--- src/rtl/core/lsd_pkg.sv ---
// Shared types, constants and codes for the least loaded slot dispatcher.
`timescale 1ns / 1ps
package lsd_pkg;

  localparam int DEF_MAX_QUEUES      = 8;
  localparam int DEF_SLOTS_PER_QUEUE = 8;

  localparam int UNIT_W     = 30;
  localparam int SLICE_W    = 33;
  localparam int LOAD_W     = 36;
  localparam int AQ_W       = 4;
  localparam int FREE_OUT_W = 7;
  localparam int SEL_W      = 3;

  localparam logic [LOAD_W-1:0] ZERO_SLICE_SCORE = LOAD_W'(999);
  localparam logic [AQ_W-1:0]   ACTIVE_QUEUES_RST = AQ_W'(8);
  localparam logic [UNIT_W-1:0] SLICE_UNIT_RST    = UNIT_W'(1000000);

  localparam logic FUNC_DISPATCH = 1'b0;
  localparam logic FUNC_COMPLETE = 1'b1;

  localparam logic [1:0] PRIO_NONE = 2'd0;
  localparam logic [1:0] PRIO_HIGH = 2'd1;
  localparam logic [1:0] PRIO_MID  = 2'd2;
  localparam logic [1:0] PRIO_LOW  = 2'd3;

  localparam logic CFG_ACTIVE_QUEUES = 1'b0;
  localparam logic CFG_SLICE_UNIT    = 1'b1;

  typedef enum logic [1:0] {
    ST_IDLE,
    ST_SCAN,
    ST_DRAIN,
    ST_FINISH
  } lsd_state_t;

  typedef struct packed {
    logic valid;
    logic last;
    logic busy;
    logic active;
    logic cand;
  } lsd_scan_ctrl_t;

endpackage

--- src/rtl/core/lsd_slice_mem.sv ---
// Slice memory: one write port and one registered read port.
`timescale 1ns / 1ps
module lsd_slice_mem #(
  parameter int AW = 6,
  parameter int DW = 33
) (
  input  logic          clk,
  input  logic          wr_en,
  input  logic [AW-1:0] wr_addr,
  input  logic [DW-1:0] wr_data,
  input  logic [AW-1:0] rd_addr,
  output logic [DW-1:0] rd_data
);

  localparam int DEPTH = 1 << AW;

  logic [DW-1:0] mem [DEPTH];
  logic [DW-1:0] rd_data_r;

  always_ff @(posedge clk) begin
    if (wr_en) begin
      mem[wr_addr] <= wr_data;
    end
  end

  always_ff @(posedge clk) begin
    rd_data_r <= mem[rd_addr];
  end

  assign rd_data = rd_data_r;

endmodule

--- src/rtl/core/lsd_score_unit.sv ---
// Shared score accumulator with the running least-load compare and free slot count.
`timescale 1ns / 1ps
module lsd_score_unit #(
  parameter int QW = 3,
  parameter int SW = 3,
  parameter int FW = 7
) (
  input  logic                       clk,
  input  logic                       rst_n,
  input  logic                       clear,
  input  lsd_pkg::lsd_scan_ctrl_t    ctrl,
  input  logic [QW-1:0]              q,
  input  logic [SW-1:0]              s,
  input  logic [lsd_pkg::SLICE_W-1:0] rdata,
  output logic                       found,
  output logic [lsd_pkg::LOAD_W-1:0] best_score,
  output logic [QW-1:0]              best_q,
  output logic [SW-1:0]              best_s,
  output logic [FW-1:0]              free_cnt
);

  logic [lsd_pkg::LOAD_W-1:0] acc_r, acc_nxt, acc_base, term;
  logic                       done_r, done_nxt;
  logic                       cand_r, cand_nxt;
  logic [QW-1:0]              qd_r, qd_nxt;
  logic                       ff_found_r, ff_found_nxt, ff_found_base;
  logic [SW-1:0]              ff_slot_r, ff_slot_nxt;
  logic                       found_r, found_nxt;
  logic [lsd_pkg::LOAD_W-1:0] best_r, best_nxt;
  logic [QW-1:0]              best_q_r, best_q_nxt;
  logic [SW-1:0]              best_s_r, best_s_nxt;
  logic [FW-1:0]              free_r, free_nxt;

  always_comb begin
    if (!ctrl.busy) begin
      term = '0;
    end else if (rdata == '0) begin
      term = lsd_pkg::ZERO_SLICE_SCORE;
    end else begin
      term = lsd_pkg::LOAD_W'(rdata);
    end
    acc_base      = done_r ? '0 : acc_r;
    ff_found_base = done_r ? 1'b0 : ff_found_r;
    acc_nxt       = acc_base;
    ff_found_nxt  = ff_found_base;
    ff_slot_nxt   = ff_slot_r;
    done_nxt      = 1'b0;
    cand_nxt      = cand_r;
    qd_nxt        = qd_r;
    free_nxt      = free_r;
    if (ctrl.valid) begin
      acc_nxt  = acc_base + term;
      done_nxt = ctrl.last;
      cand_nxt = ctrl.cand;
      qd_nxt   = q;
      if (!ff_found_base && !ctrl.busy) begin
        ff_found_nxt = 1'b1;
        ff_slot_nxt  = s;
      end
      if (ctrl.active && !ctrl.busy) begin
        free_nxt = free_r + FW'(1);
      end
    end
    found_nxt  = found_r;
    best_nxt   = best_r;
    best_q_nxt = best_q_r;
    best_s_nxt = best_s_r;
    if (done_r && cand_r && (!found_r || acc_r < best_r)) begin
      found_nxt  = 1'b1;
      best_nxt   = acc_r;
      best_q_nxt = qd_r;
      best_s_nxt = ff_slot_r;
    end
  end

  always_ff @(posedge clk) begin
    if (!rst_n || clear) begin
      acc_r      <= '0;
      done_r     <= 1'b0;
      cand_r     <= 1'b0;
      ff_found_r <= 1'b0;
      found_r    <= 1'b0;
      free_r     <= '0;
    end else begin
      acc_r      <= acc_nxt;
      done_r     <= done_nxt;
      cand_r     <= cand_nxt;
      ff_found_r <= ff_found_nxt;
      found_r    <= found_nxt;
      free_r     <= free_nxt;
    end
  end

  always_ff @(posedge clk) begin
    qd_r      <= qd_nxt;
    ff_slot_r <= ff_slot_nxt;
    best_r    <= best_nxt;
    best_q_r  <= best_q_nxt;
    best_s_r  <= best_s_nxt;
  end

  assign found      = found_r;
  assign best_score = best_r;
  assign best_q     = best_q_r;
  assign best_s     = best_s_r;
  assign free_cnt   = free_r;

endmodule

--- src/rtl/core/least_loaded_slot_dispatcher_unit.sv ---
// Top level of the least loaded slot dispatcher: sequencer, slot table and ports.
//
// A word is taken on the in_ ports at a clock edge where start is high and busy
// is low. Function dispatch places a job in the first free slot of the active,
// not full queue with the lowest load; function complete frees one given slot.
// Every word gives exactly one result word, shown on the out_ ports for one cycle
// while out_valid is high. The receiver cannot stall, so nothing is held back.
// Each word passes through the scan, drain and finish states before out_valid:
// the scan reads every slot's slice from the slice memory once, one slot per cycle
// through the single read port, and sums it in one shared accumulator. busy stays
// high from acceptance until the result is formed; a new word may be started in
// the cycle that shows the previous result. The cfg_ port writes active_queues
// (index 0) and slice_unit (index 1); cfg_ready is always high. The user must
// see that writes are made only while busy is low; the block itself does not
// enforce it. Synchronous reset frees every slot and loads active_queues with 8
// and slice_unit with 1000000. The slice memory needs no clearing: only busy slots,
// which were written when their job was placed, are ever read into a score.
`timescale 1ns / 1ps
module least_loaded_slot_dispatcher_unit #(
  parameter int MAX_QUEUES      = lsd_pkg::DEF_MAX_QUEUES,
  parameter int SLOTS_PER_QUEUE = lsd_pkg::DEF_SLOTS_PER_QUEUE
) (
  input  logic                           clk,
  input  logic                           rst_n,
  input  logic                           start,
  output logic                           busy,
  input  logic                           in_func,
  input  logic [1:0]                     in_priority_req,
  input  logic [lsd_pkg::SEL_W-1:0]      in_queue_sel,
  input  logic [lsd_pkg::SEL_W-1:0]      in_slot_sel,
  output logic                           out_valid,
  output logic                           out_accepted,
  output logic [lsd_pkg::SEL_W-1:0]      out_chosen_queue,
  output logic [lsd_pkg::SEL_W-1:0]      out_chosen_slot,
  output logic [lsd_pkg::SLICE_W-1:0]    out_assigned_slice,
  output logic [lsd_pkg::LOAD_W-1:0]     out_queue_load,
  output logic [lsd_pkg::FREE_OUT_W-1:0] out_free_slots,
  output logic                           out_error_flag,
  input  logic                           cfg_valid,
  output logic                           cfg_ready,
  input  logic                           cfg_index,
  input  logic [lsd_pkg::UNIT_W-1:0]     cfg_data
);

  localparam int QW    = (MAX_QUEUES > 1) ? $clog2(MAX_QUEUES) : 1;
  localparam int SW    = (SLOTS_PER_QUEUE > 1) ? $clog2(SLOTS_PER_QUEUE) : 1;
  localparam int NQW   = $clog2(MAX_QUEUES + 1);
  localparam int TOTAL = MAX_QUEUES * SLOTS_PER_QUEUE;
  localparam int FW    = $clog2(TOTAL + 1);

  lsd_pkg::lsd_state_t state_r, state_nxt;

  logic [lsd_pkg::AQ_W-1:0]   active_queues_r;
  logic [lsd_pkg::UNIT_W-1:0] slice_unit_r;
  logic [NQW-1:0]             nq;

  logic                        func_r;
  logic [lsd_pkg::SEL_W-1:0]   qsel_r, ssel_r;
  logic [lsd_pkg::SLICE_W-1:0] slice_r, slice_nxt;

  logic [MAX_QUEUES-1:0][SLOTS_PER_QUEUE-1:0] busy_r;

  logic [QW-1:0] q_r;
  logic [SW-1:0] s_r;
  logic          drain_r;
  logic          last_s, last_q;

  lsd_pkg::lsd_scan_ctrl_t ctrl_now, ctrl_d_r;
  logic [QW-1:0]           q_d_r;
  logic [SW-1:0]           s_d_r;

  logic                        mem_wr_en;
  logic [QW+SW-1:0]            mem_wr_addr;
  logic [lsd_pkg::SLICE_W-1:0] mem_rdata;

  logic                       found;
  logic [lsd_pkg::LOAD_W-1:0] best_score;
  logic [QW-1:0]              best_q;
  logic [SW-1:0]              best_s;
  logic [FW-1:0]              free_cnt;

  logic          accept;
  logic          cq_ok, cs_ok, comp_ok;
  logic [QW-1:0] cq_idx;
  logic [SW-1:0] cs_idx;
  logic          set_busy, clr_busy;

  logic                           out_valid_r;
  logic                           out_accepted_r, out_accepted_nxt;
  logic [lsd_pkg::SEL_W-1:0]      out_cq_r, out_cq_nxt;
  logic [lsd_pkg::SEL_W-1:0]      out_cs_r, out_cs_nxt;
  logic [lsd_pkg::SLICE_W-1:0]    out_slice_r, out_slice_nxt;
  logic [lsd_pkg::LOAD_W-1:0]     out_load_r, out_load_nxt;
  logic [lsd_pkg::FREE_OUT_W-1:0] out_free_r, out_free_nxt;
  logic                           out_err_r, out_err_nxt;

  assign accept    = start && (state_r == lsd_pkg::ST_IDLE);
  assign busy      = (state_r != lsd_pkg::ST_IDLE);
  assign cfg_ready = 1'b1;

  assign nq = (5'(active_queues_r) < 5'(MAX_QUEUES)) ? NQW'(active_queues_r)
                                                     : NQW'(MAX_QUEUES);

  always_ff @(posedge clk) begin
    if (!rst_n) begin
      active_queues_r <= lsd_pkg::ACTIVE_QUEUES_RST;
      slice_unit_r    <= lsd_pkg::SLICE_UNIT_RST;
    end else if (cfg_valid && cfg_ready) begin
      unique case (cfg_index)
        lsd_pkg::CFG_ACTIVE_QUEUES: active_queues_r <= cfg_data[lsd_pkg::AQ_W-1:0];
        lsd_pkg::CFG_SLICE_UNIT:    slice_unit_r    <= cfg_data;
        default: ;
      endcase
    end
  end

  always_comb begin
    unique case (in_priority_req)
      lsd_pkg::PRIO_HIGH: slice_nxt = (lsd_pkg::SLICE_W'(slice_unit_r) << 2)
                                    + (lsd_pkg::SLICE_W'(slice_unit_r) << 1);
      lsd_pkg::PRIO_MID:  slice_nxt = lsd_pkg::SLICE_W'(slice_unit_r) << 2;
      lsd_pkg::PRIO_LOW:  slice_nxt = lsd_pkg::SLICE_W'(slice_unit_r) << 1;
      default:            slice_nxt = '0;
    endcase
  end

  always_ff @(posedge clk) begin
    if (accept) begin
      func_r  <= in_func;
      qsel_r  <= in_queue_sel;
      ssel_r  <= in_slot_sel;
      slice_r <= slice_nxt;
    end
  end

  assign last_s = (s_r == SW'(SLOTS_PER_QUEUE - 1));
  assign last_q = (q_r == QW'(MAX_QUEUES - 1));

  always_comb begin
    state_nxt = state_r;
    unique case (state_r)
      lsd_pkg::ST_IDLE:   if (start) state_nxt = lsd_pkg::ST_SCAN;
      lsd_pkg::ST_SCAN:   if (last_s && last_q) state_nxt = lsd_pkg::ST_DRAIN;
      lsd_pkg::ST_DRAIN:  if (drain_r) state_nxt = lsd_pkg::ST_FINISH;
      lsd_pkg::ST_FINISH: state_nxt = lsd_pkg::ST_IDLE;
      default:            state_nxt = lsd_pkg::ST_IDLE;
    endcase
  end

  always_ff @(posedge clk) begin
    if (!rst_n) begin
      state_r <= lsd_pkg::ST_IDLE;
      q_r     <= '0;
      s_r     <= '0;
      drain_r <= 1'b0;
    end else begin
      state_r <= state_nxt;
      drain_r <= (state_r == lsd_pkg::ST_DRAIN) && !drain_r;
      if (accept) begin
        q_r <= '0;
        s_r <= '0;
      end else if (state_r == lsd_pkg::ST_SCAN) begin
        if (last_s) begin
          s_r <= '0;
          q_r <= q_r + QW'(1);
        end else begin
          s_r <= s_r + SW'(1);
        end
      end
    end
  end

  always_comb begin
    ctrl_now.valid  = (state_r == lsd_pkg::ST_SCAN);
    ctrl_now.last   = last_s;
    ctrl_now.busy   = busy_r[q_r][s_r];
    ctrl_now.active = (NQW'(q_r) < nq);
    ctrl_now.cand   = ctrl_now.active && !(&busy_r[q_r]);
  end

  always_ff @(posedge clk) begin
    if (!rst_n) begin
      ctrl_d_r <= '0;
    end else begin
      ctrl_d_r <= ctrl_now;
    end
  end

  always_ff @(posedge clk) begin
    q_d_r <= q_r;
    s_d_r <= s_r;
  end

  lsd_slice_mem #(
    .AW(QW + SW),
    .DW(lsd_pkg::SLICE_W)
  ) u_slice_mem (
    .clk     (clk),
    .wr_en   (mem_wr_en),
    .wr_addr (mem_wr_addr),
    .wr_data (slice_r),
    .rd_addr ({q_r, s_r}),
    .rd_data (mem_rdata)
  );

  lsd_score_unit #(
    .QW(QW),
    .SW(SW),
    .FW(FW)
  ) u_score (
    .clk        (clk),
    .rst_n      (rst_n),
    .clear      (accept),
    .ctrl       (ctrl_d_r),
    .q          (q_d_r),
    .s          (s_d_r),
    .rdata      (mem_rdata),
    .found      (found),
    .best_score (best_score),
    .best_q     (best_q),
    .best_s     (best_s),
    .free_cnt   (free_cnt)
  );

  assign cq_ok   = (5'(qsel_r) < 5'(nq));
  assign cs_ok   = (6'(ssel_r) < 6'(SLOTS_PER_QUEUE));
  assign cq_idx  = QW'(qsel_r);
  assign cs_idx  = SW'(ssel_r);
  assign comp_ok = cq_ok && cs_ok && busy_r[cq_idx][cs_idx];

  always_comb begin
    set_busy         = 1'b0;
    clr_busy         = 1'b0;
    mem_wr_en        = 1'b0;
    mem_wr_addr      = {best_q, best_s};
    out_accepted_nxt = 1'b0;
    out_cq_nxt       = '0;
    out_cs_nxt       = '0;
    out_slice_nxt    = '0;
    out_load_nxt     = '0;
    out_free_nxt     = lsd_pkg::FREE_OUT_W'(free_cnt);
    out_err_nxt      = 1'b0;
    if (state_r == lsd_pkg::ST_FINISH) begin
      unique case (func_r)
        lsd_pkg::FUNC_DISPATCH: begin
          if (found) begin
            set_busy         = 1'b1;
            mem_wr_en        = 1'b1;
            out_accepted_nxt = 1'b1;
            out_cq_nxt       = lsd_pkg::SEL_W'(best_q);
            out_cs_nxt       = lsd_pkg::SEL_W'(best_s);
            out_slice_nxt    = slice_r;
            out_load_nxt     = best_score;
            out_free_nxt     = lsd_pkg::FREE_OUT_W'(free_cnt - FW'(1));
          end else begin
            out_err_nxt = 1'b1;
          end
        end
        lsd_pkg::FUNC_COMPLETE: begin
          if (comp_ok) begin
            clr_busy         = 1'b1;
            out_accepted_nxt = 1'b1;
            out_free_nxt     = lsd_pkg::FREE_OUT_W'(free_cnt + FW'(1));
          end else begin
            out_err_nxt = 1'b1;
          end
        end
        default: ;
      endcase
    end
  end

  always_ff @(posedge clk) begin
    if (!rst_n) begin
      busy_r <= '0;
    end else if (set_busy) begin
      busy_r[best_q][best_s] <= 1'b1;
    end else if (clr_busy) begin
      busy_r[cq_idx][cs_idx] <= 1'b0;
    end
  end

  always_ff @(posedge clk) begin
    if (!rst_n) begin
      out_valid_r <= 1'b0;
    end else begin
      out_valid_r <= (state_r == lsd_pkg::ST_FINISH);
    end
  end

  always_ff @(posedge clk) begin
    if (state_r == lsd_pkg::ST_FINISH) begin
      out_accepted_r <= out_accepted_nxt;
      out_cq_r       <= out_cq_nxt;
      out_cs_r       <= out_cs_nxt;
      out_slice_r    <= out_slice_nxt;
      out_load_r     <= out_load_nxt;
      out_free_r     <= out_free_nxt;
      out_err_r      <= out_err_nxt;
    end
  end

  assign out_valid          = out_valid_r;
  assign out_accepted       = out_accepted_r;
  assign out_chosen_queue   = out_cq_r;
  assign out_chosen_slot    = out_cs_r;
  assign out_assigned_slice = out_slice_r;
  assign out_queue_load     = out_load_r;
  assign out_free_slots     = out_free_r;
  assign out_error_flag     = out_err_r;

  // A result appears only in the cycle after the sequencer finishes a word.
  a_result_follows_finish: assert property (@(posedge clk) disable iff (!rst_n)
    out_valid |-> $past(state_r == lsd_pkg::ST_FINISH))
    else $error("result strobe without a finished word");

  // Every result either succeeds or reports an error, never both.
  a_accept_xor_error: assert property (@(posedge clk) disable iff (!rst_n)
    out_valid |-> (out_accepted ^ out_error_flag))
    else $error("result is both or neither accepted and in error");

  // The slot chosen for a dispatch must still be free.
  a_chosen_slot_free: assert property (@(posedge clk) disable iff (!rst_n)
    (state_r == lsd_pkg::ST_FINISH && func_r == lsd_pkg::FUNC_DISPATCH && found)
      |-> !busy_r[best_q][best_s])
    else $error("dispatch chose a busy slot");

  // The free slot count cannot exceed the table size.
  a_free_bounded: assert property (@(posedge clk) disable iff (!rst_n)
    (state_r == lsd_pkg::ST_FINISH) |-> (32'(free_cnt) <= TOTAL))
    else $error("free slot count out of range");

endmodule

--- config.mk ---
export PLATFORM = sky130hd
export DESIGN_NAME = least_loaded_slot_dispatcher_unit
export DESIGN_NICKNAME = d
export VERILOG_FILES = /design/src/rtl/core/lsd_pkg.sv /design/src/rtl/core/lsd_slice_mem.sv /design/src/rtl/core/lsd_score_unit.sv /design/src/rtl/core/least_loaded_slot_dispatcher_unit.sv
export SDC_FILE = /design/constraint.sdc
export NUM_CORES = 2
export LEC_CHECK = 0
export ABC_AREA = 1
export BUFFER_PORTS_ARGS = -buffer_cell sky130_fd_sc_hd__buf_2
export CAP_MARGIN = 20
export CELL_PAD_IN_SITES_DETAIL_PLACEMENT = 0
export CELL_PAD_IN_SITES_GLOBAL_PLACEMENT = 1
export CORE_MARGIN = 5
export CORE_UTILIZATION = 46
export CTS_CLUSTER_SIZE = 24
export DETAILED_ROUTE_END_ITERATION = 8
export PLACE_DENSITY = 0.73
export SYNTH_ARGS = -nofsm -noshare
export SYNTH_HDL_FRONTEND = slang
export SYNTH_SLANG_ARGS = --single-unit
--- constraint.sdc ---
create_clock -name clk -period 5.4 [get_ports clk]
set_clock_uncertainty 0.2 [all_clocks]
set_input_delay 0.54 -clock clk [delete_from_list [all_inputs] [get_ports clk]]
set_output_delay 0.54 -clock clk [all_outputs]
set_load 0.05 [all_outputs]
* Word level (Yosys, flattened, before mapping)
Memory sizes are Yosys's and may differ from the RTL's. A register that Yosys moved wholly into a read port is not among the register bits.
Cells that the tools add are included.
** Storage, ports and cells
- Bits in registers :: 338
- Memory bits (writable) :: 2112
- Bits of input ports :: 44
- Output and inout bits :: 87
- Logic and storage cells :: 166
- Memories kept :: 1
** Operators by class
- $add $sub $neg :: 6
- Order comparisons :: 14
- Equal/unequal tests :: 11
- Multiplexer cells :: 47
- Bitwise operators :: 8
- Reductions and logical operators :: 35
** Memories
- u_slice_mem.mem :: depth 64, width 33, read ports 1, clocked after memory_dff 1, write ports 1, line lsd_slice_mem.sv:17 : logic [DW-1:0] mem [DEPTH];
** Operators with widths (number)
- 2-to-1 mux 64 bit :: 2
- 2-to-1 mux 36 bit :: 3
- one-hot mux 33 bit (3 select lines) :: 1
- bitwise AND 64 bit :: 1
- inverter 64 bit :: 1
- bitwise OR 64 bit :: 1
- binary-select mux 8 bit (select 3 bit) :: 2
- demux 8 bit (select 3 bit) :: 2
- adder 36 bit :: 1
- < comparator 36 bit :: 1
- adder 32 x 31 -> 33 bit :: 1
- zero test 33 bit :: 1
- 2-to-1 mux 33 bit :: 1
- 2-to-1 mux 8 bit :: 4
- < comparator 3 x 4 -> 1 bit, second input constant :: 6
- 2-to-1 mux 1 bit :: 17
- 2-to-1 mux 7 bit :: 2
- one-hot mux 7 bit (2 select lines) :: 1
- logical AND 1 bit :: 13
- >= comparator 3 x 1 -> 1 bit, second input constant :: 4
- AND reduction 2 bit :: 5
- equality test 2 bit, second input constant :: 4
- < comparator 3 x 4 -> 1 bit :: 2
- one-hot mux 2 bit (4 select lines) :: 1
- 22 further kinds :: 44

* Depth between registers and ports, before layout
- Depth in word-level cells :: 10
- Mapped depth :: 19
- Gate-level depth less buffers :: 19

* Cells and area by module
From an unflattened synthesis, not the netlist that was laid out.
** Unflattened totals
- Cell total of the unflattened synthesis :: 10041
- Area total of the unflattened synthesis :: 107336.7 um^2
** By module, submodules not included
- lsd_slice_mem :: times used 1, cells an instance 6980, area each 85714.7 um^2, sequential area each 64081.5 um^2
- least_loaded_slot_dispatcher_unit :: times used 1, cells an instance 1983, area each 14178.6 um^2, sequential area each 6045.8 um^2
- lsd_score_unit :: times used 1, cells an instance 1078, area each 7443.4 um^2, sequential area each 2382.3 um^2

* Least setup slack after synthesis
Ideal clock, no wire load.
- Path kind :: reg-to-reg
- Start :: register state_r[0]
- End :: register busy_r[18] in the netlist's numbering
- Setup time :: 64 ps
- Arrival time :: 5059 ps
- Data required time :: 5136 ps
- Setup slack :: 77 ps
- Stages on the path, launching flop included :: 11
- Path buffers :: 1
- Clock period less this slack :: 5323 ps
- Cells stage by stage :: dfxtp_1 > ha_1 > nand2_1 > buf_4 > nor2_1 > nand2_1 > nor2_1 > o21ai_0 > nand3_1 > nand2_1 > nor2_1
** On the way
- Cells in the longest elaborated chain, start to end :: 3
- Elaborated cells between the ends (all ways) :: 5
- Classes of those cells :: eq/ne (1); mux (3); reduce/logical (1)
** RTL lines
- start, declared :: line least_loaded_slot_dispatcher_unit.sv:51 : lsd_pkg::lsd_state_t state_r, state_nxt;
- start signal, assigned :: line least_loaded_slot_dispatcher_unit.sv:152 : state_r <= lsd_pkg::ST_IDLE;
- start signal, assigned :: line least_loaded_slot_dispatcher_unit.sv:157 : state_r <= state_nxt;
- equality test 2 bit * :: line least_loaded_slot_dispatcher_unit.sv:243 : if (state_r == lsd_pkg::ST_FINISH) begin
- 2-to-1 mux 1 bit :: line least_loaded_slot_dispatcher_unit.sv:243
- 2-to-1 mux 64 bit or nonzero test 2 bit (tied branches)
- end signal, assigned :: line least_loaded_slot_dispatcher_unit.sv:275 : busy_r <= '0;
- end signal, assigned by index :: line least_loaded_slot_dispatcher_unit.sv:277 : busy_r[best_q][best_s] <= 1'b1;
- end signal, assigned by index :: line least_loaded_slot_dispatcher_unit.sv:279 : busy_r[cq_idx][cs_idx] <= 1'b0;
- end, declared :: line least_loaded_slot_dispatcher_unit.sv:61 : logic [MAX_QUEUES-1:0][SLOTS_PER_QUEUE-1:0] busy_r;
Every way passes the cells marked *; elsewhere a longest branch is shown, timed or not.
A chain may end at the register's enable or synchronous reset.

* Final worst setup path
- Start :: register u_slice_mem.rd_data_r[30] (netlist: u_slice_mem.rd_data[30]), read port of u_slice_mem.mem
- End :: register u_score.acc_r[32] in the netlist's numbering
** On the way
- Cells in the longest elaborated chain, start to end :: 5
** RTL lines
- start, declared :: line lsd_slice_mem.sv:18 : logic [DW-1:0] rd_data_r;
- zero test 33 bit :: line lsd_score_unit.sv:37 : end else if (rdata == '0) begin
- 2-to-1 mux 33 bit * :: line lsd_score_unit.sv:37
- 2-to-1 mux 36 bit * :: line lsd_score_unit.sv:35 : if (!ctrl.busy) begin
- adder 36 bit * :: line lsd_score_unit.sv:52 : acc_nxt = acc_base + term;
- 2-to-1 mux 36 bit * :: line lsd_score_unit.sv:51 : if (ctrl.valid) begin
- end signal, assigned :: line lsd_score_unit.sv:85 : acc_r <= acc_nxt;
- end, declared :: line lsd_score_unit.sv:22 : logic [lsd_pkg::LOAD_W-1:0] acc_r, acc_nxt, acc_base, term;
Marks and branches as above.

==> out/qor.yml <==
antenna_found_initial: 22
die_width_um: 477.4
first_pass_iters: 6
final_hold_violations: 0
ratio_of_cells_with_drive_above_1_in_the_final_layout_pct: 8.969
ys_seq_elements: 2416
ios: 131
synth_simple_gate_area_share_pct: 11.02
post_cts_resize_count: 0
place_ws_ns: 1.195
clkLatencyLatePin_ns: 0.91
top_area_cells_in_the_synthesized_netlist: "sky130_fd_sc_hd__edfxtp_1, sky130_fd_sc_hd__o21ai_0, sky130_fd_sc_hd__nor2_1, sky130_fd_sc_hd__dfxtp_1, sky130_fd_sc_hd__o22ai_1"
timing.final.setup_violations: 0
arrival_ns: 4.89
synth_sequential_area_ratio_pct: 70.21
cts_htree_levels: 4
timing.critical_path.from_type: "flop"
die-area_um2: 228000
synth_xor_area_share_pct: 0.2701
via_count_normalized_by_instance_count: 6.003
multiplexer_share_of_the_synthesized_area_pct: 0
fmax_ghz: 0.2334
grt_pass1_wl_um: 477800
power.density_cell_area_nw_per_um2: 411.4
ant_nets: 0
tritoncts: "built"
maximum_fanout_encountered_on_the_critical_timing_path: 8
timing.critical_path.from: "u_slice_mem.rd_data[30]"
critPathKind: "reg -> reg"
post_drt_wl_per_cell_um: 27.77
first_global_vias: 68180
cts.repair_timing.setup_buffer_count: 0
drt_first_iter_violations: 9629
synth-compound-area-share_pct: 13.28
synth_cell_types: 42
timing.hold.worst_path_depth: 4
cts.root.buffer_cell: "sky130_fd_sc_hd__clkbuf_16"
cts_buffers: 238
grt_use_total_pct: 28.32
drv_slew: 0
synth-warning-count: 0
holdBufCountCts: 65
gp_routability_congestion: 0.9159
maxCapViolations: 0
timing.critical_path.to_type: "flop"
status: "finished, final reports clean"
die_y_um: 477.4
syn-cell-area_um2: 100500
rsz0062_at_grt: "no"
worst_slew_pin_slew_ns: 1.211
floorplan.core_area_um2: 217400
path_depth_of_the_worst_reg2reg_path: 16
synth.largest_area_cell: "sky130_fd_sc_hd__edfxtp_1"
postSynthNetCount: 8937
synth_top_family_by_area: "compound AO/OA/AOI/OAI gates"
min_from: "cfg_valid"
hold_class: "in -> reg"
grt_max_degree: 143
synthesis.area_per_instance_um2: 11.45
dp_hpwl_um: 205500
clock-sinks: 2416
post-synth-top-area-fraction_pct: 66.26
maxSlewHeadroom_pct: 18.68
number_of_remaining_drc_errors: 0
num_rows: 171
cts_buffer_depth: 3
rr_startpoint: "u_slice_mem.rd_data[30]"
dr_total_vias: 71908
final_period_minus_worst_setup_slack_ns: 4.285
vdd_drop_max_v: 0.0003813
tns_ns: 0
worst_ep_required_time_ns: 6.00
area_delta_synth_final_pct: 13.11
finalNetCount: 9077
clk_transition_reported_paths_ns: 0.06
final_min_period_over_clock_period_pct: 79.36
synth_adder_area_share_pct: 1.446
routed_wirelength_um: 332600
fillers: 18807
final_cell_area_um2: 113700
place.port_buffers: 128
power_uw: 46770
post_dp_cell_area_um2: 105500
global_route.overflow_total: 0
total_leakage_power_uw: 0.04029
floorplan.initialDensity_pct: 46.24
layout_setup_ws_ns: 1.115
postSynthCellCount: 8778
## layout make-up
type	instances	area, µm²	share of cell area (%)
clock buffers	292	6300	5.541
repair buffers	444	3721	3.273
diodes	5	12.51	0.01101
well taps	2854	3571	3.141
clock inverters	150	1262	1.110
multi-input cells	5418	26710	23.49
inverters	400	1531	1.347
flip-flops and latches	2416	70590	62.09
## stage by stage
stage               instances  hold WS, ns  utilization, %
global route            11975      0.07445           52.30
global placement        11458       0.1856           48.44
finish                  11979      0.07430           52.30
floorplan                8778       0.1497               -
CTS                     11973      0.01194           52.29
detailed placement      11466       0.1887           48.51
## registers in the layout, summed over array words and instances, names as in the netlist, 32 cells and up
register	flops
busy_r	64
out_assigned_slice	32
out_queue_load	36
slice_r	32
u_score.acc_r	36
u_score.best_score	36
u_slice_mem.mem	2048
u_slice_mem.rd_data	32
## report_power, final
group	switching, µW	total (µW)	internal (µW)
logic	6520	8450	1930
registers	334	22200	21800
clock network	7260	16200	8910
## cell usage after synthesis (all sizes together)
library cell,instances
a211oi,1
a21boi,5
a21o,6
a21oi,269
a2bb2oi,10
a31oi,13
and2,2
and3,5
buf,152
clkbuf,392
clkinv,4
conb,2
dfxtp,198
edfxtp,2218
fa,2
ha,113
inv,396
nand2,761
nand3,225
nand3b,3
nand4,26
nor2,1728
nor3,40
nor4,14
o211ai,23
o21a,12
o21ai,1463
o21bai,12
o221ai,18
o22ai,622
o31ai,2
or2,10
xnor2,11
xor2,20
## worst max-delay path, cell delays in order (launching register included)
cell	delay (ns)
sky130_fd_sc_hd__dfxtp_1	0.33
sky130_fd_sc_hd__nor4_1	0.51
sky130_fd_sc_hd__nand4_1	0.27
sky130_fd_sc_hd__nor2_1	0.16
sky130_fd_sc_hd__nand2_1	0.23
sky130_fd_sc_hd__inv_1	0.13
sky130_fd_sc_hd__ha_1	0.23
sky130_fd_sc_hd__fa_1	0.38
sky130_fd_sc_hd__nand3_1	0.12
sky130_fd_sc_hd__nand2_1	0.22
sky130_fd_sc_hd__a21oi_1	0.18
sky130_fd_sc_hd__o21ai_0	0.63
sky130_fd_sc_hd__nand4_1	0.25
sky130_fd_sc_hd__nand3_1	0.14
sky130_fd_sc_hd__nand3_1	0.09
sky130_fd_sc_hd__nand2_1	0.08
sky130_fd_sc_hd__inv_1	0.04
## metal layers
metal	GRT usage [%]	vias to the layer above	part of all wire (%)	routed length [µm]
li1	-	31957	-	-
met1	40.05	35919	41	137700
met4	11.07	2	4.1	13490
met5	0	-	0.0039	13
met3	5.228	516	9.2	30730
met2	43.68	3514	45	150700
## placed cells by master (no fill, tap or decap), types with 12 or more instances in the layout
cell type                       instances
sky130_fd_sc_hd__o211ai_1              23
sky130_fd_sc_hd__buf_4                208
sky130_fd_sc_hd__nand4_1               26
sky130_fd_sc_hd__clkbuf_16            239
sky130_fd_sc_hd__edfxtp_1            2218
sky130_fd_sc_hd__nor2_1              1660
sky130_fd_sc_hd__o21bai_1              12
sky130_fd_sc_hd__buf_2                127
sky130_fd_sc_hd__clkinv_2              48
sky130_fd_sc_hd__a31oi_1               13
sky130_fd_sc_hd__xor2_1                20
sky130_fd_sc_hd__o21ai_1               39
sky130_fd_sc_hd__nand3_1              224
sky130_fd_sc_hd__o21a_1                12
sky130_fd_sc_hd__bufinv_16             13
sky130_fd_sc_hd__o21ai_0             1424
sky130_fd_sc_hd__dfxtp_1              192
sky130_fd_sc_hd__a21oi_1              268
sky130_fd_sc_hd__nor2_4                64
sky130_fd_sc_hd__dlygate4sd3_1         65
sky130_fd_sc_hd__clkbuf_8              12
sky130_fd_sc_hd__nor3_1                40
sky130_fd_sc_hd__clkbuf_1              41
sky130_fd_sc_hd__clkinv_1              67
sky130_fd_sc_hd__nand2_1              757
sky130_fd_sc_hd__inv_1                389
sky130_fd_sc_hd__o221ai_1              18
sky130_fd_sc_hd__ha_1                 112
sky130_fd_sc_hd__buf_12                39
sky130_fd_sc_hd__o22ai_1              622
## cell families (layout without fill, tap and decap cells)
logic type	count (synthesis)	in the layout
other cells	2	7
xor+xnor	31	31
simple gates	2814	2814
compound gates	2456	2456
flops	2416	2416
fa+ha+maj	115	115
buf+inv	944	1286
## path summary, 6_finish.rpt
path | end | slack [ns]
setup / recovery | u_score.acc_r[32] | 1.11
hold reg to reg | u_score.best_s[2] | 0.20
hold / removal | slice_unit_r[21] | 0.07
setup reg to reg | u_score.acc_r[32] | 1.11
Power figures use the tool's default switching activity.
